<file path="src/hw/rtl/hlc_pkg.sv">
`timescale 1ns / 1ps

package hlc_pkg;

   // sizing
   localparam int POS_BITS       = 24;
   localparam int GAIN_FRAC_BITS = 8;

   localparam int GAIN_W    = 12;
   localparam int SLEW_W    = 7;
   localparam int WINDOW_W  = 16;
   localparam int CURRENT_W = 12;
   localparam int TARGET_W  = 24;
   localparam int POWER_W   = 8;
   localparam int MODE_W    = 2;
   localparam int ACC_W     = 32;
   localparam int LAST_W    = 16;

   localparam int CSR_IDX_W  = 3;
   localparam int CSR_DATA_W = 24;

   // register indexes
   localparam logic [CSR_IDX_W-1:0] CSR_GAIN_P          = 3'd0;
   localparam logic [CSR_IDX_W-1:0] CSR_GAIN_I          = 3'd1;
   localparam logic [CSR_IDX_W-1:0] CSR_GAIN_D          = 3'd2;
   localparam logic [CSR_IDX_W-1:0] CSR_SLEW_STEP       = 3'd3;
   localparam logic [CSR_IDX_W-1:0] CSR_INTEGRAL_WINDOW = 3'd4;
   localparam logic [CSR_IDX_W-1:0] CSR_HOME_CURRENT    = 3'd5;
   localparam logic [CSR_IDX_W-1:0] CSR_HOME_TARGET     = 3'd6;
   localparam logic [CSR_IDX_W-1:0] CSR_TOLERANCE       = 3'd7;

   // mode codes as seen on the result channel
   localparam logic [MODE_W-1:0] MODE_CODE_MANUAL = 2'd0;
   localparam logic [MODE_W-1:0] MODE_CODE_HOMING = 2'd1;
   localparam logic [MODE_W-1:0] MODE_CODE_MOVING = 2'd2;

   // fixed drive levels
   localparam logic signed [POWER_W-1:0] POWER_UP   = 8'sd127;
   localparam logic signed [POWER_W-1:0] POWER_DOWN = -8'sd80;
   localparam logic signed [POWER_W-1:0] POWER_OFF  = 8'sd0;

   typedef enum logic [2:0] {
      MODE_MANUAL = 3'b001,
      MODE_HOMING = 3'b010,
      MODE_MOVING = 3'b100
   } mode_type;

   typedef struct packed {
      logic                        btn_up;
      logic                        btn_down;
      logic                        btn_macro;
      logic [CURRENT_W-1:0]        current_draw;
      logic signed [POS_BITS-1:0]  position;
   } req_payload_type;

   typedef struct packed {
      logic signed [POWER_W-1:0] motor_power;
      logic                      sensor_zero;
      logic                      brake;
      logic [MODE_W-1:0]         mode;
   } rsp_payload_type;

   typedef struct packed {
      logic [GAIN_W-1:0]          gain_p;
      logic [GAIN_W-1:0]          gain_i;
      logic [GAIN_W-1:0]          gain_d;
      logic [SLEW_W-1:0]          slew_step;
      logic [WINDOW_W-1:0]        integral_window;
      logic [CURRENT_W-1:0]       home_current;
      logic signed [TARGET_W-1:0] home_target;
      logic [WINDOW_W-1:0]        tolerance;
   } cfg_type;

   function automatic logic [MODE_W-1:0] mode_code(input mode_type m);
      logic [MODE_W-1:0] code;
      unique case (m)
         MODE_HOMING: code = MODE_CODE_HOMING;
         MODE_MOVING: code = MODE_CODE_MOVING;
         default:     code = MODE_CODE_MANUAL;
      endcase
      return code;
   endfunction

endpackage

</file>
<file path="src/hw/rtl/hlc_if.sv">
`timescale 1ns / 1ps

interface hlc_req_if;
   import hlc_pkg::*;
   logic                       valid;
   logic                       ready;
   logic                       btn_up;
   logic                       btn_down;
   logic                       btn_macro;
   logic [CURRENT_W-1:0]       current_draw;
   logic signed [POS_BITS-1:0] position;

   modport source (output valid, btn_up, btn_down, btn_macro, current_draw, position,
                   input ready);
   modport sink   (input valid, btn_up, btn_down, btn_macro, current_draw, position,
                   output ready);
endinterface

interface hlc_rsp_if;
   import hlc_pkg::*;
   logic                      valid;
   logic                      ready;
   logic signed [POWER_W-1:0] motor_power;
   logic                      sensor_zero;
   logic                      brake;
   logic [MODE_W-1:0]         mode;

   modport source (output valid, motor_power, sensor_zero, brake, mode, input ready);
   modport sink   (input valid, motor_power, sensor_zero, brake, mode, output ready);
endinterface

interface hlc_csr_if;
   import hlc_pkg::*;
   logic                  valid;
   logic                  ready;
   logic [CSR_IDX_W-1:0]  index;
   logic [CSR_DATA_W-1:0] data;

   modport source (output valid, index, data, input ready);
   modport sink   (input valid, index, data, output ready);
endinterface

</file>
<file path="src/hw/rtl/hlc_csr.sv">
`timescale 1ns / 1ps

module hlc_csr (
   input  logic            clock,
   input  logic            reset,
   hlc_csr_if.sink         csr_chan,
   output hlc_pkg::cfg_type cfg
);
   import hlc_pkg::*;

   cfg_type cfg_ff;
   cfg_type cfg_in;
   logic    write_en;

   assign csr_chan.ready = 1'b1;
   assign write_en       = csr_chan.valid;
   assign cfg            = cfg_ff;

   always_comb begin
      cfg_in = cfg_ff;
      if (write_en) begin
         unique case (csr_chan.index)
            CSR_GAIN_P:          cfg_in.gain_p          = csr_chan.data[GAIN_W-1:0];
            CSR_GAIN_I:          cfg_in.gain_i          = csr_chan.data[GAIN_W-1:0];
            CSR_GAIN_D:          cfg_in.gain_d          = csr_chan.data[GAIN_W-1:0];
            CSR_SLEW_STEP:       cfg_in.slew_step       = csr_chan.data[SLEW_W-1:0];
            CSR_INTEGRAL_WINDOW: cfg_in.integral_window = csr_chan.data[WINDOW_W-1:0];
            CSR_HOME_CURRENT:    cfg_in.home_current    = csr_chan.data[CURRENT_W-1:0];
            CSR_HOME_TARGET:     cfg_in.home_target     = $signed(csr_chan.data[TARGET_W-1:0]);
            CSR_TOLERANCE:       cfg_in.tolerance       = csr_chan.data[WINDOW_W-1:0];
            default: ;
         endcase
      end
   end

   always_ff @(posedge clock) begin
      if (reset) begin
         cfg_ff.gain_p          <= GAIN_W'(38);
         cfg_ff.gain_i          <= GAIN_W'(0);
         cfg_ff.gain_d          <= GAIN_W'(256);
         cfg_ff.slew_step       <= SLEW_W'(2);
         cfg_ff.integral_window <= WINDOW_W'(500);
         cfg_ff.home_current    <= CURRENT_W'(2200);
         cfg_ff.home_target     <= TARGET_W'(110);
         cfg_ff.tolerance       <= WINDOW_W'(5);
      end else begin
         cfg_ff <= cfg_in;
      end
   end

endmodule

</file>
<file path="src/hw/rtl/hlc_pid_core.sv">
`timescale 1ns / 1ps

module hlc_pid_core (
   input  logic                     clock,
   input  logic                     reset,
   input  logic                     step_en,
   input  hlc_pkg::req_payload_type req_data,
   input  hlc_pkg::cfg_type         cfg,
   output hlc_pkg::rsp_payload_type rsp_data
);
   import hlc_pkg::*;

   localparam int ERR_W   = ((POS_BITS > TARGET_W) ? POS_BITS : TARGET_W) + 1;
   localparam int DER_W   = ERR_W + 1;
   localparam int ACCX_W  = ((ACC_W > ERR_W) ? ACC_W : ERR_W) + 1;
   localparam int PROD_P_W = ERR_W + GAIN_W + 1;
   localparam int PROD_I_W = ACC_W + GAIN_W + 1;
   localparam int PROD_D_W = DER_W + GAIN_W + 1;
   localparam int PROD_MAX = (PROD_I_W > PROD_D_W) ? PROD_I_W : PROD_D_W;
   localparam int SUM_W   = PROD_MAX + 2;
   localparam int RAW_W   = SUM_W - GAIN_FRAC_BITS;
   localparam int DIFF_W  = RAW_W + 1;

   localparam logic signed [RAW_W-1:0] PWR_MAX = RAW_W'(127);
   localparam logic signed [RAW_W-1:0] PWR_MIN = RAW_W'(-127);

   // loop state
   mode_type                   mode_ff,        mode_in;
   logic signed [TARGET_W-1:0] target_ff,      target_in;
   logic signed [ERR_W-1:0]    last_error_ff,  last_error_in;
   logic signed [ACC_W-1:0]    error_sum_ff,   error_sum_in;
   logic signed [LAST_W-1:0]   last_output_ff, last_output_in;

   mode_type                   mode_eff;
   logic                       home_done;
   logic signed [ERR_W-1:0]    err;
   logic [ERR_W-1:0]           err_mag;
   logic                       in_window;
   logic                       in_tolerance;
   logic signed [ACCX_W-1:0]   acc_wide;
   logic                       acc_fits;
   logic signed [ACC_W-1:0]    acc_sat;
   logic signed [ACC_W-1:0]    acc_new;
   logic signed [DER_W-1:0]    deriv;
   logic signed [GAIN_W:0]     kp, ki, kd;
   logic signed [PROD_P_W-1:0] prod_p;
   logic signed [PROD_I_W-1:0] prod_i;
   logic signed [PROD_D_W-1:0] prod_d;
   logic signed [SUM_W-1:0]    pid_sum;
   logic signed [RAW_W-1:0]    raw;
   logic signed [DIFF_W-1:0]   rise;
   logic signed [DIFF_W-1:0]   slew_s;
   logic signed [RAW_W-1:0]    raw_lim;
   logic                       last_fits;
   logic signed [LAST_W-1:0]   last_sat;
   logic signed [RAW_W-1:0]    pwr_wide;

   always_comb begin
      // macro press starts homing from manual, a direction button always wins
      mode_eff = mode_ff;
      if (req_data.btn_macro && (mode_ff == MODE_MANUAL))
         mode_eff = MODE_HOMING;
      if ((req_data.btn_up || req_data.btn_down) && (mode_eff != MODE_MANUAL))
         mode_eff = MODE_MANUAL;

      home_done = req_data.current_draw > cfg.home_current;

      // pid datapath
      err     = ERR_W'(target_ff) - ERR_W'(req_data.position);
      err_mag = err[ERR_W-1] ? ERR_W'(-err) : ERR_W'(err);
      in_window    = err_mag < ERR_W'(cfg.integral_window);
      in_tolerance = err_mag < ERR_W'(cfg.tolerance);

      acc_wide = ACCX_W'(error_sum_ff) + ACCX_W'(err);
      acc_fits = (&acc_wide[ACCX_W-1:ACC_W-1]) || !(|acc_wide[ACCX_W-1:ACC_W-1]);
      acc_sat  = acc_fits ? acc_wide[ACC_W-1:0]
                          : {acc_wide[ACCX_W-1], {(ACC_W-1){~acc_wide[ACCX_W-1]}}};
      acc_new  = in_window ? acc_sat : '0;

      deriv = DER_W'(err) - DER_W'(last_error_ff);

      kp = $signed({1'b0, cfg.gain_p});
      ki = $signed({1'b0, cfg.gain_i});
      kd = $signed({1'b0, cfg.gain_d});
      prod_p = err * kp;
      prod_i = acc_new * ki;
      prod_d = deriv * kd;
      pid_sum = SUM_W'(prod_p) + SUM_W'(prod_i) + SUM_W'(prod_d);
      raw     = RAW_W'(pid_sum >>> GAIN_FRAC_BITS);

      // only a rising positive drive is slew limited
      rise    = DIFF_W'(raw) - DIFF_W'(last_output_ff);
      slew_s  = DIFF_W'($signed({1'b0, cfg.slew_step}));
      raw_lim = raw;
      if (!raw[RAW_W-1] && (raw != '0) && (rise > slew_s))
         raw_lim = RAW_W'(last_output_ff) + RAW_W'($signed({1'b0, cfg.slew_step}));

      last_fits = (&raw_lim[RAW_W-1:LAST_W-1]) || !(|raw_lim[RAW_W-1:LAST_W-1]);
      last_sat  = last_fits ? raw_lim[LAST_W-1:0]
                            : {raw_lim[RAW_W-1], {(LAST_W-1){~raw_lim[RAW_W-1]}}};
      if (raw_lim > PWR_MAX)
         pwr_wide = PWR_MAX;
      else if (raw_lim < PWR_MIN)
         pwr_wide = PWR_MIN;
      else
         pwr_wide = raw_lim;

      // next state and result
      mode_in        = mode_eff;
      target_in      = target_ff;
      last_error_in  = last_error_ff;
      error_sum_in   = error_sum_ff;
      last_output_in = last_output_ff;
      rsp_data.motor_power = POWER_OFF;
      rsp_data.sensor_zero = 1'b0;
      rsp_data.brake       = 1'b0;

      unique case (mode_eff)
         MODE_HOMING: begin
            rsp_data.motor_power = POWER_DOWN;
            if (home_done) begin
               rsp_data.motor_power = POWER_OFF;
               rsp_data.sensor_zero = 1'b1;
               target_in     = cfg.home_target;
               last_error_in = '0;
               error_sum_in  = '0;
               mode_in       = MODE_MOVING;
            end
         end
         MODE_MOVING: begin
            error_sum_in   = acc_new;
            last_error_in  = err;
            last_output_in = last_sat;
            rsp_data.motor_power = pwr_wide[POWER_W-1:0];
            if (in_tolerance) begin
               rsp_data.motor_power = POWER_OFF;
               rsp_data.brake       = 1'b1;
               mode_in              = MODE_MANUAL;
            end
         end
         default: begin
            if (req_data.btn_up)
               rsp_data.motor_power = POWER_UP;
            else if (req_data.btn_down)
               rsp_data.motor_power = POWER_DOWN;
         end
      endcase

      rsp_data.mode = mode_code(mode_in);
   end

   always_ff @(posedge clock) begin
      if (reset) begin
         mode_ff        <= MODE_MANUAL;
         target_ff      <= '0;
         last_error_ff  <= '0;
         error_sum_ff   <= '0;
         last_output_ff <= '0;
      end else if (step_en) begin
         mode_ff        <= mode_in;
         target_ff      <= target_in;
         last_error_ff  <= last_error_in;
         error_sum_ff   <= error_sum_in;
         last_output_ff <= last_output_in;
      end
   end

endmodule

</file>
<file path="src/hw/rtl/homing_pid_lift_controller_top.sv">
`timescale 1ns / 1ps
// a result enters the response register as its request leaves the request register
// throughput: one transaction per cycle unless stalled; the control tick is one pass of logic
// between the request register and the response register, with the loop state updated
// in the same cycle; a stalled response still lets one more request into the request register
// reset (synchronous, active high) returns to manual mode, clears the loop state and
// empties both registers; the configuration registers return to their documented defaults
module homing_pid_lift_controller_top (
   input  logic       clock,
   input  logic       reset,
   hlc_req_if.sink    req_chan,
   hlc_rsp_if.source  rsp_chan,
   hlc_csr_if.sink    csr_chan
);
   import hlc_pkg::*;

   // request register
   logic            req_valid_ff, req_valid_in;
   req_payload_type req_data_ff,  req_data_in;
   // response register
   logic            rsp_valid_ff, rsp_valid_in;
   rsp_payload_type rsp_data_ff,  rsp_data_in;

   cfg_type         cfg;
   logic            req_accept;
   logic            step_en;

   // configuration registers, always ready
   hlc_csr u_csr (
      .clock    (clock),
      .reset    (reset),
      .csr_chan (csr_chan),
      .cfg      (cfg)
   );

   // a held request moves on whenever the response register is free or being emptied
   assign step_en        = req_valid_ff && (!rsp_valid_ff || rsp_chan.ready);
   assign req_chan.ready = !req_valid_ff || step_en;
   assign req_accept     = req_chan.valid && req_chan.ready;

   always_comb begin
      req_data_in.btn_up       = req_chan.btn_up;
      req_data_in.btn_down     = req_chan.btn_down;
      req_data_in.btn_macro    = req_chan.btn_macro;
      req_data_in.current_draw = req_chan.current_draw;
      req_data_in.position     = req_chan.position;
   end

   always_comb begin
      if (req_accept)
         req_valid_in = 1'b1;
      else if (step_en)
         req_valid_in = 1'b0;
      else
         req_valid_in = req_valid_ff;

      if (step_en)
         rsp_valid_in = 1'b1;
      else if (rsp_chan.ready)
         rsp_valid_in = 1'b0;
      else
         rsp_valid_in = rsp_valid_ff;
   end

   // mode logic, pid datapath and the loop state it carries from tick to tick
   hlc_pid_core u_core (
      .clock    (clock),
      .reset    (reset),
      .step_en  (step_en),
      .req_data (req_data_ff),
      .cfg      (cfg),
      .rsp_data (rsp_data_in)
   );

   always_ff @(posedge clock) begin
      if (reset) begin
         req_valid_ff <= 1'b0;
         rsp_valid_ff <= 1'b0;
      end else begin
         req_valid_ff <= req_valid_in;
         rsp_valid_ff <= rsp_valid_in;
      end
   end

   // payload registers, no reset needed
   always_ff @(posedge clock) begin
      if (req_accept)
         req_data_ff <= req_data_in;
      if (step_en)
         rsp_data_ff <= rsp_data_in;
   end

   assign rsp_chan.valid       = rsp_valid_ff;
   assign rsp_chan.motor_power = rsp_data_ff.motor_power;
   assign rsp_chan.sensor_zero = rsp_data_ff.sensor_zero;
   assign rsp_chan.brake       = rsp_data_ff.brake;
   assign rsp_chan.mode        = rsp_data_ff.mode;

   // a tick never both finishes homing and finishes a move
   a_pulse_exclusive: assert property (@(posedge clock) disable iff (reset)
      rsp_valid_ff |-> !(rsp_data_ff.sensor_zero && rsp_data_ff.brake))
      else $error("sensor zero pulse and brake in the same transaction");

   // homing completion hands over to the move
   a_home_to_move: assert property (@(posedge clock) disable iff (reset)
      (rsp_valid_ff && rsp_data_ff.sensor_zero) |->
         (rsp_data_ff.mode == MODE_CODE_MOVING && rsp_data_ff.motor_power == POWER_OFF))
      else $error("homing completion without move mode and zero drive");

   // a finished move stops the motor and drops back to manual
   a_brake_stop: assert property (@(posedge clock) disable iff (reset)
      (rsp_valid_ff && rsp_data_ff.brake) |->
         (rsp_data_ff.mode == MODE_CODE_MANUAL && rsp_data_ff.motor_power == POWER_OFF))
      else $error("brake without manual mode and zero drive");

   // drive clamp is symmetric, the most negative code never appears
   a_power_clamp: assert property (@(posedge clock) disable iff (reset)
      rsp_valid_ff |-> (rsp_data_ff.motor_power != -8'sd128))
      else $error("motor_power outside clamp");

   // a request held in the register always advances when the response side is free
   a_no_stall: assert property (@(posedge clock) disable iff (reset)
      (req_valid_ff && !rsp_valid_ff) |=> rsp_valid_ff)
      else $error("request register did not advance");

endmodule

</file>
<file path="src/flat_wrapper.sv">
// flat-port wrapper written by rule: the top's interface ports become plain ports
module homing_pid_lift_controller_top_flat import hlc_pkg::*;
  (clock, reset, req_chan_valid, req_chan_btn_up, req_chan_btn_down, req_chan_btn_macro, req_chan_current_draw, req_chan_position, req_chan_ready, rsp_chan_valid, rsp_chan_motor_power, rsp_chan_sensor_zero, rsp_chan_brake, rsp_chan_mode, rsp_chan_ready, csr_chan_valid, csr_chan_index, csr_chan_data, csr_chan_ready);
  hlc_req_if req_chan_i ();
  hlc_rsp_if rsp_chan_i ();
  hlc_csr_if csr_chan_i ();
  input  logic clock;
  input  logic reset;
  input wire logic [$bits(req_chan_i.valid)-1:0] req_chan_valid;
  input wire logic [$bits(req_chan_i.btn_up)-1:0] req_chan_btn_up;
  input wire logic [$bits(req_chan_i.btn_down)-1:0] req_chan_btn_down;
  input wire logic [$bits(req_chan_i.btn_macro)-1:0] req_chan_btn_macro;
  input wire logic [$bits(req_chan_i.current_draw)-1:0] req_chan_current_draw;
  input wire logic [$bits(req_chan_i.position)-1:0] req_chan_position;
  output wire logic [$bits(req_chan_i.ready)-1:0] req_chan_ready;
  output wire logic [$bits(rsp_chan_i.valid)-1:0] rsp_chan_valid;
  output wire logic [$bits(rsp_chan_i.motor_power)-1:0] rsp_chan_motor_power;
  output wire logic [$bits(rsp_chan_i.sensor_zero)-1:0] rsp_chan_sensor_zero;
  output wire logic [$bits(rsp_chan_i.brake)-1:0] rsp_chan_brake;
  output wire logic [$bits(rsp_chan_i.mode)-1:0] rsp_chan_mode;
  input wire logic [$bits(rsp_chan_i.ready)-1:0] rsp_chan_ready;
  input wire logic [$bits(csr_chan_i.valid)-1:0] csr_chan_valid;
  input wire logic [$bits(csr_chan_i.index)-1:0] csr_chan_index;
  input wire logic [$bits(csr_chan_i.data)-1:0] csr_chan_data;
  output wire logic [$bits(csr_chan_i.ready)-1:0] csr_chan_ready;
  assign req_chan_i.valid = req_chan_valid;
  assign req_chan_i.btn_up = req_chan_btn_up;
  assign req_chan_i.btn_down = req_chan_btn_down;
  assign req_chan_i.btn_macro = req_chan_btn_macro;
  assign req_chan_i.current_draw = req_chan_current_draw;
  assign req_chan_i.position = req_chan_position;
  assign req_chan_ready = req_chan_i.ready;
  assign rsp_chan_valid = rsp_chan_i.valid;
  assign rsp_chan_motor_power = rsp_chan_i.motor_power;
  assign rsp_chan_sensor_zero = rsp_chan_i.sensor_zero;
  assign rsp_chan_brake = rsp_chan_i.brake;
  assign rsp_chan_mode = rsp_chan_i.mode;
  assign rsp_chan_i.ready = rsp_chan_ready;
  assign csr_chan_i.valid = csr_chan_valid;
  assign csr_chan_i.index = csr_chan_index;
  assign csr_chan_i.data = csr_chan_data;
  assign csr_chan_ready = csr_chan_i.ready;
  homing_pid_lift_controller_top u_core (.clock(clock), .reset(reset), .req_chan(req_chan_i), .rsp_chan(rsp_chan_i), .csr_chan(csr_chan_i));
endmodule
</file>
<file path="config.mk">
export PLATFORM = sky130hd
export DESIGN_NAME = homing_pid_lift_controller_top_flat
export DESIGN_NICKNAME = d
export VERILOG_FILES = /design/src/hw/rtl/hlc_pkg.sv /design/src/hw/rtl/hlc_if.sv /design/src/hw/rtl/hlc_csr.sv /design/src/hw/rtl/hlc_pid_core.sv /design/src/hw/rtl/homing_pid_lift_controller_top.sv /design/src/flat_wrapper.sv
export SDC_FILE = /design/constraint.sdc
export NUM_CORES = 2
export LEC_CHECK = 0
export ABC_AREA = 1
export ABC_CLOCK_PERIOD_IN_PS = 16100
export BUFFER_PORTS_ARGS = -buffer_cell sky130_fd_sc_hd__buf_2
export CAP_MARGIN = 0
export CORE_UTILIZATION = 30
export DETAILED_ROUTE_END_ITERATION = 10
export SYNTH_ARGS = -nofsm -noshare
export SYNTH_HDL_FRONTEND = slang
export SYNTH_SLANG_ARGS = --single-unit
</file>
<file path="constraint.sdc">
create_clock -name clock -period 16.1 [get_ports clock]
set_clock_uncertainty 0.05 [all_clocks]
set_input_delay 0 -clock clock [delete_from_list [all_inputs] [get_ports clock]]
set_output_delay 0 -clock clock [all_outputs]
set_load 0.02 [all_outputs]
</file>
==> impl_metrics.toml <==
[floorplan]
rows = 159
die_width_um = 437
core_um2 = 188000
die-area_um2 = 191000
start_util_pct = 30.2
chipHeight_um = 437
io_pins = 86

[sta]
setup_tns_ns = 0
max_freq_mhz = 66.0
max_slew_margin_pct = 6.48
finalWorstSetupSlack_ns = 0.951
maxSlewViolCount = 0
finalHoldViolations = 0
setup_violations = 0
tightest_slew_ns = 1.40
fin_crit_sh_pct = 94.1
min_period_ns = 15.15

[placement]
place_ws_ns = 0.0218
io_buffers = 84
dp.cells = 10600
dp_hpwl_um = 181000
gp_congestion = 1.01

[final_layout]
drive_above_1_share_pct = 14.2
syn2layout_area_growth_pct = 19.2
layout_commonest_cell = "inv_1"
diodes = 0
layout.cells.non_filler = 10700
nets = 9766
utilization_pct = 36.0
final_cell_mix = "inv_1 (1831), nand2_1 (1736), fa_1 (1050), nor2_1 (710), buf_4 (677)"

[yosys]
synthesis.nets = 9083
synth_area_um2 = 56800
synth_seq_cells = 264
yosysUniqueCellTypes = 60
synth_cells = 7546
seq_area_frac_synth_pct = 10.2
async_reset_ff_share_pct = 0
synth_warnings = 0
synthFlopType = "dfxtp_1"
synth.avg_cell_area_um2 = 7.52
synth_edf_count = 51

[cts]
cts.sinks = 264
clk_latency_ns = 0.60
numCtsBuffers = 34
h-tree-depth = 2
path_clk_slew_ns = 0.06
clk_path_buf_depth = 3
cts_tree = "done"
cts_root_buf = "clkbuf_16"

[grt]
met1_usage_pct = 30.2
use_met2_pct = 36.7
grt_use_met3_pct = 2.85
grt-busiest-layer = "met2"
grt_antenna_before_repair = 7
grt_pass1_vias = 52800
grt.overflow.total = 0
grt.total_usage_pct = 22.4
grt_max_degree = 99
grt_pass1_wl_um = 326000

[worst_setup_path]
rr_endpoint = "u_core.u_core.last_output_ff[10]$_SDFFE_PP0P_"
crit_type = "flop to flop"
r2r_start = "u_core.req_data_ff[0]$_DFFE_PP_"
cp_common_cell = "nand2_1"
reg2reg_depth = 98
reg2reg_setup_slack_ns = 0.95
path_max_fanout = 13
crit_slowest_cell = "fa_2"
critical-path-max-stage-delay_ns = 0.67
start_kind = "flop"
critPathRequiredTime_ns = 16.56
arrival_ns = 15.61
end_kind = "flop"

[min_path]
hold_class = "input port to flop"
hold_path_end = "u_core.u_csr.cfg[100]$_SDFFE_PP1P_"
hp-start = "csr_chan_valid"
hold_path_depth = 6

[route]
routed_via_density = 4.70
drt_iter0_drc = 4018
drcViolationCount = 0
antenna_left = 0
wl_um = 212000
dr.pass1.iters = 6
wl_per_cell_um = 19.7
num_vias = 50600

[outcome]
run_status = "finished clean"

[flow_run]
max_cap_viol_count = 0
[synth_stat cells, types with 64 or more instances]
cell type	number	area [µm²]
a21oi_1	326	1630
o21ai_0	214	1070
dfxtp_1	213	4260
nor2_1	762	2860
clkbuf_1	172	646
nand3_1	198	991
xor2_1	64	561
nand4_1	78	488
inv_1	1843	6920
fa_1	1084	21700
nand2_1	1780	6680
ha_1	382	4780
[per-layer routing]
layer | share of wire (%) | vias up
li1 | - | 23600
met1 | 43 | 24900
met2 | 46 | 1669
met3 | 6.4 | 314
met4 | 4.5 | 6
met5 | 0.021 | -
[sequential cells by signal, summed over array words and instances, names as in the netlist, 3 cells and up]
register                      count
u_core.u_csr.cfg                111
u_core.req_data_ff               39
u_core.u_core.error_sum_ff       32
u_core.u_core.last_error_ff      25
u_core.u_core.target_ff          24
u_core.u_core.last_output_ff     16
u_core.rsp_chan.motor_power       8
u_core.u_core.mode_ff             3
[area by class of cell]
type	instances	area (µm²)
tap	2495	3120
clock buffer	43	915
fill	19800	120000
multi-input combinational	5171	44000
sequential	264	5800
timing repair buffer	852	6550
clock inverter	17	138
inverter	1906	7190
[per-stage QoR]
step	cell area (µm²)	hold slack (ns)
finish	67700	0.0471
global route	67700	0.0611
CTS	66500	0.0294
detailed placement	64700	0.128
global placement	64700	0.128
floorplan	56800	0.0489
[kinds of logic after synthesis]
group,Yosys count,share of synthesized area [%]
buffers and inverters,2111,14.1
flip-flops,264,10.2
XOR/XNOR,105,1.69
adder cells (fa/ha/maj),1466,46.6
AO/OA/AOI/OAI,661,6.37
other,1,0.00661
AND/OR/NAND/NOR,2938,21.0
[timing repair]
action / in CTS / in global routing
resized for setup: 1 / 279
hold buffers: 73 / 0
setup endpoints to repair: 8 / 24
buffers inserted: 0 / 23
pin swaps: 0 / 45
hold endpoints to repair: 151 / 0
[worst max-delay path by stage]
stage                                       startpoint                                             to  slack [ns]  depth (start not counted)
6_report               u_core.req_data_ff[0]$_DFFE_PP_  u_core.u_core.last_output_ff[10]$_SDFFE_PP0P_        0.95                         98
2_1_floorplan          u_core.req_data_ff[0]$_DFFE_PP_       u_core.rsp_chan.motor_power[0]$_DFFE_PP_        2.20                         99
3_5_place_dp           u_core.req_data_ff[0]$_DFFE_PP_       u_core.rsp_chan.motor_power[3]$_DFFE_PP_        0.02                         92
5_1_grt                u_core.req_data_ff[0]$_DFFE_PP_  u_core.u_core.last_output_ff[14]$_SDFFE_PP0P_      -0.006                        100
3_3_place_gp   u_core.u_core.target_ff[0]$_SDFFE_PP0P_       u_core.rsp_chan.motor_power[3]$_DFFE_PP_       -0.07                         93
4_1_cts                u_core.req_data_ff[0]$_DFFE_PP_       u_core.rsp_chan.motor_power[3]$_DFFE_PP_        0.07                         93
[critical path, delay by kind of cell (launching register included)]
kind	cells	cell delay, ns
simple gates	52	4.87
compound gates	11	1.44
fa+ha+maj	13	5.90
buf+inv	20	2.10
flops	1	0.37
xor+xnor	2	0.32
Power is not shown: default switching activity piles up to over one toggle a cycle in this logic, so the estimate is an artifact.
